<file path="src/rtl/i2cm_pkg.sv">
package i2cm_pkg;

  typedef enum logic [2:0] {
    CMD_NONE,
    CMD_START,
    CMD_SEND,
    CMD_READ_ACK,
    CMD_READ_NACK,
    CMD_STOP
  } cmd_t;

  typedef enum logic [2:0] {
    RC_OK,
    RC_START_FAIL,
    RC_SLAW_NACK,
    RC_DATA_NACK,
    RC_RSTART_FAIL,
    RC_SLAR_NACK
  } rc_t;

  typedef enum logic [1:0] {
    MODE_WRITE,
    MODE_READ,
    MODE_WRITE_READ,
    MODE_SCAN
  } mode_t;

  typedef enum logic [2:0] {
    CFG_MODE,
    CFG_TARGET_ADDRESS,
    CFG_WRITE_COUNT,
    CFG_READ_COUNT,
    CFG_SCAN_LIMIT
  } cfg_idx_t;

  typedef enum logic [3:0] {
    PH_IDLE,
    PH_START_W,
    PH_START_R,
    PH_SLA_W,
    PH_DATA_W,
    PH_RSTART,
    PH_SLA_R,
    PH_DATA_R,
    PH_SCAN_START,
    PH_SCAN_SLA
  } phase_t;

  localparam logic [7:0] ST_START    = 8'h08;
  localparam logic [7:0] ST_RSTART   = 8'h10;
  localparam logic [7:0] ST_SLAW_ACK = 8'h18;
  localparam logic [7:0] ST_DATA_ACK = 8'h28;
  localparam logic [7:0] ST_SLAR_ACK = 8'h40;
  localparam logic [6:0] ADDR_LAST   = 7'd127;

  typedef struct packed {
    mode_t      mode;
    logic [6:0] target_address;
    logic [7:0] write_count;
    logic [7:0] read_count;
    logic [6:0] scan_limit;
  } cfg_t;

  typedef struct packed {
    phase_t     phase;
    logic [7:0] bytes_done;
    logic       read_half;
    logic [6:0] scan_address;
    logic [6:0] found_total;
  } seq_state_t;

  typedef struct packed {
    logic       func;
    logic [7:0] bus_status;
    logic [7:0] bus_byte;
    logic [7:0] write_data;
  } in_word_t;

  typedef struct packed {
    cmd_t       bus_command;
    logic [7:0] send_byte;
    logic       read_valid;
    logic [7:0] received_byte;
    logic       found_valid;
    logic [6:0] found_address;
    logic       done_res;
    rc_t        result_code;
    logic [7:0] failing_status;
    logic [6:0] found_count;
    logic       last;
  } res_t;

endpackage

</file>
<file path="src/rtl/i2cm_step.sv">
module i2cm_step (
  input  i2cm_pkg::cfg_t       cfg,
  input  i2cm_pkg::seq_state_t st,
  input  i2cm_pkg::in_word_t   in_word,
  output i2cm_pkg::seq_state_t st_nxt,
  output logic [1:0]           res_cnt,
  output i2cm_pkg::res_t       res0,
  output i2cm_pkg::res_t       res1
);
  import i2cm_pkg::*;

  logic       fail;
  rc_t        fail_code;
  logic [7:0] reads_wanted;
  logic [8:0] rd_done;
  logic [7:0] wr_done;
  logic [6:0] ft_inc;
  logic [6:0] ft_next;
  logic       hit;
  logic       scan_end;

  assign reads_wanted = (cfg.read_count == 8'd0) ? 8'd1 : cfg.read_count;
  assign rd_done      = {1'b0, st.bytes_done} + 9'd1;
  assign wr_done      = (st.phase == PH_SLA_W) ? 8'd0 : st.bytes_done;
  assign ft_inc       = st.found_total + 7'd1;
  assign hit          = (in_word.bus_status == ST_SLAW_ACK);
  assign ft_next      = hit ? ft_inc : st.found_total;
  assign scan_end     = (hit && (ft_next == cfg.scan_limit)) || (st.scan_address >= ADDR_LAST);

  always_comb begin
    st_nxt    = st;
    res_cnt   = 2'd0;
    res0      = '0;
    res1      = '0;
    res0.last = 1'b1;
    res1.last = 1'b1;
    fail      = 1'b0;
    fail_code = RC_OK;
    if (!in_word.func) begin
      if (st.phase == PH_IDLE) begin
        res_cnt          = 2'd1;
        res0.bus_command = CMD_START;
        st_nxt.bytes_done = 8'd0;
        st_nxt.read_half  = (cfg.mode == MODE_WRITE_READ);
        unique case (cfg.mode)
          MODE_SCAN: begin
            st_nxt.scan_address = 7'd1;
            st_nxt.found_total  = 7'd0;
            st_nxt.phase        = PH_SCAN_START;
          end
          MODE_READ:       st_nxt.phase = PH_START_R;
          MODE_WRITE,
          MODE_WRITE_READ: st_nxt.phase = PH_START_W;
          default:         st_nxt.phase = PH_START_W;
        endcase
      end
    end else begin
      unique case (st.phase)
        PH_START_W, PH_START_R: begin
          if (in_word.bus_status != ST_START) begin
            fail      = 1'b1;
            fail_code = RC_START_FAIL;
          end else begin
            res_cnt          = 2'd1;
            res0.bus_command = CMD_SEND;
            if (st.phase == PH_START_R) begin
              res0.send_byte = {cfg.target_address, 1'b1};
              st_nxt.phase   = PH_SLA_R;
            end else begin
              res0.send_byte = {cfg.target_address, 1'b0};
              st_nxt.phase   = PH_SLA_W;
            end
          end
        end
        PH_SLA_W, PH_DATA_W: begin
          if (st.phase == PH_SLA_W && in_word.bus_status != ST_SLAW_ACK) begin
            fail      = 1'b1;
            fail_code = RC_SLAW_NACK;
          end else if (st.phase == PH_DATA_W && in_word.bus_status != ST_DATA_ACK) begin
            fail      = 1'b1;
            fail_code = RC_DATA_NACK;
          end else begin
            res_cnt = 2'd1;
            if (wr_done >= cfg.write_count) begin
              st_nxt.bytes_done = wr_done;
              if (st.read_half) begin
                res0.bus_command = CMD_START;
                st_nxt.phase     = PH_RSTART;
              end else begin
                res0.bus_command = CMD_STOP;
                res0.done_res    = 1'b1;
                st_nxt.phase     = PH_IDLE;
              end
            end else begin
              st_nxt.bytes_done = wr_done + 8'd1;
              res0.bus_command  = CMD_SEND;
              res0.send_byte    = in_word.write_data;
              st_nxt.phase      = PH_DATA_W;
            end
          end
        end
        PH_RSTART: begin
          if (in_word.bus_status != ST_RSTART) begin
            fail      = 1'b1;
            fail_code = RC_RSTART_FAIL;
          end else begin
            res_cnt          = 2'd1;
            res0.bus_command = CMD_SEND;
            res0.send_byte   = {cfg.target_address, 1'b1};
            st_nxt.phase     = PH_SLA_R;
          end
        end
        PH_SLA_R: begin
          if (in_word.bus_status != ST_SLAR_ACK) begin
            fail      = 1'b1;
            fail_code = RC_SLAR_NACK;
          end else begin
            res_cnt           = 2'd1;
            st_nxt.bytes_done = 8'd0;
            res0.bus_command  = (reads_wanted == 8'd1) ? CMD_READ_NACK : CMD_READ_ACK;
            st_nxt.phase      = PH_DATA_R;
          end
        end
        PH_DATA_R: begin
          res_cnt            = 2'd1;
          st_nxt.bytes_done  = rd_done[7:0];
          res0.read_valid    = 1'b1;
          res0.received_byte = in_word.bus_byte;
          if (rd_done >= {1'b0, reads_wanted}) begin
            res0.bus_command = CMD_STOP;
            res0.done_res    = 1'b1;
            st_nxt.phase     = PH_IDLE;
          end else if ((rd_done + 9'd1) == {1'b0, reads_wanted}) begin
            res0.bus_command = CMD_READ_NACK;
          end else begin
            res0.bus_command = CMD_READ_ACK;
          end
        end
        PH_SCAN_START: begin
          res_cnt          = 2'd1;
          res0.bus_command = CMD_SEND;
          res0.send_byte   = {st.scan_address, 1'b0};
          st_nxt.phase     = PH_SCAN_SLA;
        end
        PH_SCAN_SLA: begin
          res0.bus_command   = CMD_STOP;
          res0.found_valid   = hit;
          res0.found_address = hit ? st.scan_address : 7'd0;
          st_nxt.found_total = ft_next;
          if (scan_end) begin
            res_cnt          = 2'd1;
            res0.done_res    = 1'b1;
            res0.found_count = ft_next;
            st_nxt.phase     = PH_IDLE;
          end else begin
            res_cnt              = 2'd2;
            res0.last            = 1'b0;
            res1.bus_command     = CMD_START;
            st_nxt.scan_address  = st.scan_address + 7'd1;
            st_nxt.phase         = PH_SCAN_START;
          end
        end
        PH_IDLE: res_cnt = 2'd0;
        default: st_nxt.phase = PH_IDLE;
      endcase
      if (fail) begin
        res0                = '0;
        res0.bus_command    = CMD_STOP;
        res0.done_res       = 1'b1;
        res0.result_code    = fail_code;
        res0.failing_status = in_word.bus_status;
        res0.last           = 1'b1;
        res_cnt             = 2'd1;
        st_nxt.phase        = PH_IDLE;
      end
    end
  end

endmodule

</file>
<file path="src/rtl/i2cm_oq.sv">
module i2cm_oq (
  input  logic           clk,
  input  logic           rst_n,
  input  logic [1:0]     push_cnt,
  input  i2cm_pkg::res_t d0,
  input  i2cm_pkg::res_t d1,
  input  logic           pop,
  output i2cm_pkg::res_t q,
  output logic           q_valid,
  output logic           room
);
  import i2cm_pkg::*;

  res_t       slot_r [4];
  logic [1:0] wp_r;
  logic [1:0] rp_r;
  logic [2:0] cnt_r;
  logic [1:0] wp_nxt;
  logic [1:0] rp_nxt;
  logic [2:0] cnt_nxt;
  logic [1:0] wp_inc;

  assign wp_inc  = wp_r + 2'd1;
  assign q       = slot_r[rp_r];
  assign q_valid = (cnt_r != 3'd0);
  assign room    = (cnt_r <= 3'd2);

  always_comb begin
    wp_nxt  = wp_r + push_cnt;
    rp_nxt  = rp_r + {1'b0, pop};
    cnt_nxt = cnt_r + {1'b0, push_cnt} - {2'b00, pop};
  end

  always_ff @(posedge clk) begin
    if (!rst_n) begin
      wp_r  <= 2'd0;
      rp_r  <= 2'd0;
      cnt_r <= 3'd0;
    end else begin
      wp_r  <= wp_nxt;
      rp_r  <= rp_nxt;
      cnt_r <= cnt_nxt;
    end
  end

  always_ff @(posedge clk) begin
    if (push_cnt != 2'd0) begin
      slot_r[wp_r] <= d0;
    end
    if (push_cnt == 2'd2) begin
      slot_r[wp_inc] <= d1;
    end
  end

endmodule

</file>
<file path="src/rtl/i2c_master_transaction_sequencer.sv">
// Channel   Dir  Handshake           Word
// in_       in   in_valid/in_ready   func, bus_status, bus_byte, write_data
// out_      out  out_valid/out_ready one bus step with its status fields
// cfg_      in   cfg_we              cfg_index selects, cfg_wdata carries
//
// One input word per cycle while the queue has room; its one or two result
// words enter a four-word output queue in the same edge and leave at one per
// cycle while out_ready is high. A scan step that goes on yields two words,
// so the single output port of the queue limits the input rate of a scan.
// in_ready drops while fewer than two queue slots are free.
// Active-low sync reset presets state and config, clears queue pointers.
module i2c_master_transaction_sequencer (
  input  logic       clk,
  input  logic       rst_n,
  input  logic       in_valid,
  output logic       in_ready,
  input  logic       in_func,
  input  logic [7:0] in_bus_status,
  input  logic [7:0] in_bus_byte,
  input  logic [7:0] in_write_data,
  output logic       out_valid,
  input  logic       out_ready,
  output logic [2:0] out_bus_command,
  output logic [7:0] out_send_byte,
  output logic       out_read_valid,
  output logic [7:0] out_received_byte,
  output logic       out_found_valid,
  output logic [6:0] out_found_address,
  output logic       out_done_res,
  output logic [2:0] out_result_code,
  output logic [7:0] out_failing_status,
  output logic [6:0] out_found_count,
  output logic       out_last,
  input  logic       cfg_we,
  input  logic [2:0] cfg_index,
  input  logic [7:0] cfg_wdata
);
  import i2cm_pkg::*;

  cfg_t       cfg_r;
  seq_state_t st_r;
  seq_state_t st_nxt;
  in_word_t   in_word;
  logic [1:0] res_cnt;
  res_t       res0;
  res_t       res1;
  res_t       head;
  logic       accept;
  logic       room;

  assign in_word = '{func: in_func, bus_status: in_bus_status,
                     bus_byte: in_bus_byte, write_data: in_write_data};
  assign in_ready = room;
  assign accept   = in_valid && room;

  always_ff @(posedge clk) begin
    if (!rst_n) begin
      cfg_r.mode           <= MODE_WRITE;
      cfg_r.target_address <= 7'd0;
      cfg_r.write_count    <= 8'd0;
      cfg_r.read_count     <= 8'd1;
      cfg_r.scan_limit     <= 7'd127;
    end else if (cfg_we) begin
      unique case (cfg_idx_t'(cfg_index))
        CFG_MODE:           cfg_r.mode           <= mode_t'(cfg_wdata[1:0]);
        CFG_TARGET_ADDRESS: cfg_r.target_address <= cfg_wdata[6:0];
        CFG_WRITE_COUNT:    cfg_r.write_count    <= cfg_wdata;
        CFG_READ_COUNT:     cfg_r.read_count     <= cfg_wdata;
        CFG_SCAN_LIMIT:     cfg_r.scan_limit     <= cfg_wdata[6:0];
        default:            cfg_r                <= cfg_r;
      endcase
    end
  end

  always_ff @(posedge clk) begin
    if (!rst_n) begin
      st_r.phase        <= PH_IDLE;
      st_r.bytes_done   <= 8'd0;
      st_r.read_half    <= 1'b0;
      st_r.scan_address <= 7'd1;
      st_r.found_total  <= 7'd0;
    end else if (accept) begin
      st_r <= st_nxt;
    end
  end

  i2cm_step u_step (
    .cfg     (cfg_r),
    .st      (st_r),
    .in_word (in_word),
    .st_nxt  (st_nxt),
    .res_cnt (res_cnt),
    .res0    (res0),
    .res1    (res1)
  );

  i2cm_oq u_oq (
    .clk      (clk),
    .rst_n    (rst_n),
    .push_cnt (accept ? res_cnt : 2'd0),
    .d0       (res0),
    .d1       (res1),
    .pop      (out_valid && out_ready),
    .q        (head),
    .q_valid  (out_valid),
    .room     (room)
  );

  assign out_bus_command    = head.bus_command;
  assign out_send_byte      = head.send_byte;
  assign out_read_valid     = head.read_valid;
  assign out_received_byte  = head.received_byte;
  assign out_found_valid    = head.found_valid;
  assign out_found_address  = head.found_address;
  assign out_done_res       = head.done_res;
  assign out_result_code    = head.result_code;
  assign out_failing_status = head.failing_status;
  assign out_found_count    = head.found_count;
  assign out_last           = head.last;

endmodule

</file>
<file path="config.mk">
export PLATFORM = sky130hd
export DESIGN_NAME = i2c_master_transaction_sequencer
export DESIGN_NICKNAME = d
export VERILOG_FILES = /design/src/rtl/i2cm_pkg.sv /design/src/rtl/i2cm_step.sv /design/src/rtl/i2cm_oq.sv /design/src/rtl/i2c_master_transaction_sequencer.sv
export SDC_FILE = /design/constraint.sdc
export NUM_CORES = 1
export LEC_CHECK = 0
export ABC_AREA = 0
export BUFFER_PORTS_ARGS = -buffer_cell sky130_fd_sc_hd__buf_2
export CELL_PAD_IN_SITES_DETAIL_PLACEMENT = 0
export CELL_PAD_IN_SITES_GLOBAL_PLACEMENT = 2
export CORE_AREA = 2 2 203 205
export CTS_CLUSTER_SIZE = 24
export DETAILED_ROUTE_END_ITERATION = 8
export DIE_AREA = 0 0 205 207
export HOLD_SLACK_MARGIN = 0.03
export PLACE_DENSITY = 0.78
export SETUP_SLACK_MARGIN = 0.3
export SLEW_MARGIN = 10
export SYNTH_ARGS = -nofsm -noshare
export SYNTH_HDL_FRONTEND = slang
export SYNTH_HIERARCHICAL = 1
export SYNTH_SLANG_ARGS = --single-unit
export TNS_END_PERCENT = 20
</file>
<file path="constraint.sdc">
create_clock -name clk -period 6 [get_ports clk]
set_input_delay 0 -clock clk [delete_from_list [all_inputs] [get_ports clk]]
set_output_delay 0 -clock clk [all_outputs]
set_load 0.1 [all_outputs]
</file>
* Yosys cells after proc, flatten, opt, wreduce, memory -nomap -nowiden
Memories as Yosys holds them, arrays and structs flattened. A register that Yosys moved wholly into a read port is not among the register bits.
Index checks and enable logic that the tools add are counted.
** Storage, ports and cells
- Register bits :: 66
- Bits in writable memories :: 192
- Input bits :: 41
- Word-level logic and storage cells :: 181
- Memories kept :: 1
** Operators by class
- $add $sub $neg :: 10
- Magnitude comparators :: 4
- Equality and inequality tests :: 39
- Multiplexer cells :: 85
- Bitwise gates (word level) :: 1
- Reduce and logical (&&, ||, !) cells :: 28
** Memories
- u_oq.slot_r :: words 4, width 48, read ports 1, clocked after Yosys merged registers in 1, write ports 2, RTL line i2cm_oq.sv:14 : res_t slot_r [4];
** Operators by type and width (count)
- $mux W12 :: 4
- $mux W48 :: 1
- $mux W45 :: 1
- $mux W14 :: 3
- $mux W3 :: 14
- $mux W8 :: 5
- $mux W11 :: 3
- $pmux W4 S8 :: 1
- $pmux W8 S4 :: 1
- $mux W7 :: 4
- $mux W27 :: 1
- $mux W1 :: 25
- $pmux W8 S3 :: 1
- $pmux W3 S7 :: 1
- $mux W10 :: 2
- $mux W4 :: 5
- $ne A4 B4 Y1 const B :: 5
- $eq A4 B3 Y1 const B :: 4
- $ne A8 B5 Y1 const B :: 2
- $add A7 B1 Y7 const B :: 2
- $mux W2 :: 7
- $ne A3 B3 Y1 const B :: 4
- $pmux W2 S6 :: 1
- $pmux W3 S4 :: 1
- other kinds (51) :: 69

* Depth between registers and ports, before layout
- Word-level depth :: 13
- Gate-level depth with buffers :: 17

* Hierarchy
Netlist, hierarchy kept.
** Modules (own cells, without submodules)
- i2cm_oq :: times used 1, cells an instance 504, area each 9653.0 um2
- i2cm_step :: times used 1, cells an instance 521, area each 3398.3 um2
- i2c_master_transaction_sequencer :: times used 1, cells an instance 250, area each 2484.9 um2

* Least setup slack after synthesis
No wires, ideal clock.
- Path kind :: register to register
- From :: register u_oq.cnt_r[0]
- To :: memory u_oq/slot_r[0][0] (netlist bit) (enable)
- Library setup time :: 520 ps
- Data arrival time :: 6255 ps
- Required time :: 5480 ps
- Slack :: -775 ps
- Cell stages (with the launch flop) :: 7
- Buffers on the path :: 2
- Clock period less this slack :: 6775 ps
- Cell sequence :: dfxtp_1 a21oi_1 buf_2 buf_2 and3_1 o21bai_1 o21ai_0
** RTL lines
- start: declaration :: RTL line i2cm_oq.sv:17 : logic [2:0] cnt_r;
- start signal: assignment :: RTL line i2cm_oq.sv:42 : cnt_r <= cnt_nxt;
- end: declaration :: RTL line i2cm_oq.sv:14

==> impl_metrics.ini <==
[die]
rows = 74
dieWidth_um = 205
initial_core_util_pct = 38.5
coreArea_mm2 = 0.0404
die-area_mm2 = 0.0424
die_y_um = 207
io_pins = 91

[power_and_ir_drop]
power_switching_uw = 2200
intPower_uw = 3380
switching_share_pct = 39.4
power_density_mw_per_mm2 = 321
share_comb_of_total_power_pct = 32.1
sequentialPowerShare_pct = 37.6
ir_worst_vdd_mv = 0.174
p_leak_uw = 0.00660
clockPowerShare_pct = 30.2

[place]
dpl_worst_slack_ns = 1.23
post-dp-hpwl_mm = 27.3
gp_congestion = 0.844
portBuffers = 90

[sta]
fmax_mhz = 210
fin_ws_ns = 1.23
finalSetupViolCount = 0
final-hold-violation-count = 0
finalCritPeriodShare_pct = 79.5
timing.slew.headroom_pct = 26.8
tightest_slew_ns = 1.10
period_needed_ns = 4.77
finalSetupTns_ns = 0
fin_skew_ns = 0.0193
rsz0062_at_grt = false
drv_slew = 0
hold_ws_ns = 0.0672

[synth]
synth_flop_cell = edfxtp_1
netlist_area_mm2 = 0.0155
seq_area_frac_synth_pct = 45.6
synth_seq_cells = 258
ys_warn_count = 6
synth-async-reset-ratio_pct = 0
syn_avg_cell_area_um2 = 12.2
synth_edf_count = 192
netlist_instances = 1275
yosysUniqueCellTypes = 86

[worst_setup_path]
worstPathArrival_ns = 5.07
r2r-start = st_r[0]
r2r_end = u_oq/slot_r[2][14]
required_ns = 6.30
cp-end-kind = flip-flop
crit_fanout = 48
critPathKind = flip-flop to flip-flop
r2r_slack_ns = 1.23
worstSetupEndpoint = u_oq/slot_r[2][14]
cp-startpoint = st_r[0]
reg2regPathDepth = 12
start_kind = flip-flop

[grt]
grt_remaining_overflow = 0
grt_max_degree = 57
grt_pass1_wl_mm = 62.8
antenna_found_initial = 0
grt_pass1_vias = 10354
track_usage_pct = 19.1

[clock_network]
cts_max_path_buffers = 3
cts_root_buf = clkbuf_16
cts_num_sinks = 258
cts_tree = yes
cts_buffers = 29
clock_latency_ns = 0.57
h-tree-depth = 1
clkTransAtPathRegs_ns = 0.07

[run]
maxCapViolCount = 0

[status]
outcome = finished clean

[min_path]
hold_class = input port to flip-flop

[drt]
drt_iter0_drc = 718
final_antenna_net_count = 0
wire_per_inst_um = 21.4
dr.pass1.iters = 7
route.detailed.drc = 0
via_per_inst = 5.41
via_count = 10355
wl_mm = 40.9

[cells_and_area]
area_growth_pct = 12.0
nFillCells = 3835
diodes = 0
nNetsFinal = 1426
final_core_util_pct = 43.1
layout-drive-gt1-share_pct = 26.9
[timing repair]
item,in CTS,in global routing
endpoints found under the hold margin,88,0
buffers inserted,0,0
hold buffers,27,0
gates resized for setup,0,0
[cell families (layout without fill, tap and decap cells)]
group,after synthesis,after routing,synth area share [%]
compound gates,179,179,8.36
other cells,2,47,0.0483
fa+ha+maj,28,28,2.29
simple gates,322,322,11.3
flops,258,258,45.6
mux,282,282,23.6
buf+inv,168,229,6.19
xor+xnor,36,36,2.65
[worst min-delay path by stage]
stage                     startpoint             to  slack (ns)  cells after the start
floorplan                      rst_n  u_oq/cnt_r[0]        0.12                      1
global placement        cfg_wdata[2]       cfg_r[2]        0.28                      3
detailed placement      cfg_wdata[2]       cfg_r[2]        0.28                      3
CTS                 in_bus_status[5]       st_r[25]        0.03                      6
global route                   rst_n   u_oq/rp_r[0]        0.09                      3
finish                         rst_n   u_oq/rp_r[0]        0.07                      3
[metal layers]
layer / track usage (%) / up-vias / share of wire [%]
met2: 32.2 / 219 / 49
met1: 26.4 / 5170 / 46
met3: 2.03 / 52 / 3.7
li1: - / 4914 / -
met4: 4.24 / 0 / 1.8
met5: 0 / - / 0
[registers in the layout (all words and copies together), names as in the netlist]
name and flops:
cfg_r 32, st_r 27, u_oq/cnt_r 3, u_oq/rp_r 2, u_oq/slot_r 192, u_oq/wp_r 2
[synth_stat cells, types with 26 or more instances]
library cell	number	area share, %
nor2b_1	27	1.1
inv_1	35	0.85
a21oi_1	46	1.5
ha_1	26	2.1
clkbuf_1	34	0.82
buf_2	28	0.90
dfxtp_1	66	8.5
nor2_1	64	1.5
nand3_1	44	1.4
mux2_2	136	9.9
buf_4	57	2.8
edfxtp_1	192	37
nand2_1	72	1.7
mux2i_1	40	2.6
mux2_1	58	4.2
mux4_2	48	7.0
[layout make-up]
type / count / area, um2 / area share [%]
Multi-Input combinational cell: 894 / 7720 / 44.3
Sequential cell: 258 / 7090 / 40.8
Timing Repair Buffer: 139 / 898 / 5.16
Clock buffer: 43 / 808 / 4.64
Tap cell: 532 / 666 / 3.82
Inverter: 36 / 135 / 0.776
Clock inverter: 11 / 87.6 / 0.503
[placed cells by master, fill, tap and decap left out, types with 15 or more instances in the layout]
cell / synthesis / final
mux2i_1: 40 / 40
conb_1: 2 / 47
nand3_1: 44 / 44
nand2_1: 72 / 72
a21bo_2: 15 / 15
and3_1: 16 / 16
o21ai_0: 25 / 24
dfxtp_1: 66 / 64
buf_4: 57 / 21
mux4_2: 48 / 48
nor2b_1: 27 / 27
buf_2: 28 / 90
and2_1: 24 / 24
a21oi_1: 46 / 45
edfxtp_1: 192 / 192
nor2_1: 64 / 61
mux2_1: 58 / 58
xnor2_1: 16 / 16
clkbuf_16: 0 / 29
dlygate4sd3_1: 0 / 27
mux2_2: 136 / 136
inv_1: 35 / 35
ha_1: 26 / 26
[power groups by stage]
| stage | Combinational, uW | Clock, uW | Sequential [uW] |
|---|---|---|---|
| 2_1_floorplan | 1580 | 0 | 2060 |
| 3_3_place_gp | 1790 | 0 | 2140 |
| 3_5_place_dp | 1790 | 0 | 2140 |
| 4_1_cts | 1810 | 1730 | 2110 |
| 5_1_grt | 1870 | 1810 | 2120 |
| 6_report | 1790 | 1690 | 2100 |
[metrics by stage]
| step | area, um2 | total power [uW] | std cells |
|---|---|---|---|
| after floorplan | 15700 | 3640 | 1320 |
| after detailed placement | 16200 | 3930 | 1832 |
| after global placement | 16200 | 3930 | 1832 |
| final | 17400 | 5580 | 1913 |
| after global routing | 17400 | 5790 | 1913 |
| after CTS | 17400 | 5640 | 1913 |
[critical path, stage by stage (launching register included)]
cell      delay [ns]
dfxtp_1         0.51
ha_1            0.37
inv_1           0.09
nor4_2          0.42
xnor3_1         0.29
a41oi_2         0.23
nor2b_2         0.10
a2111o_1        0.39
a211o_1         0.33
and3_1          0.32
and4bb_2        0.37
buf_4           0.61
mux2_2          0.42
Power figures use the tool's default switching activity.
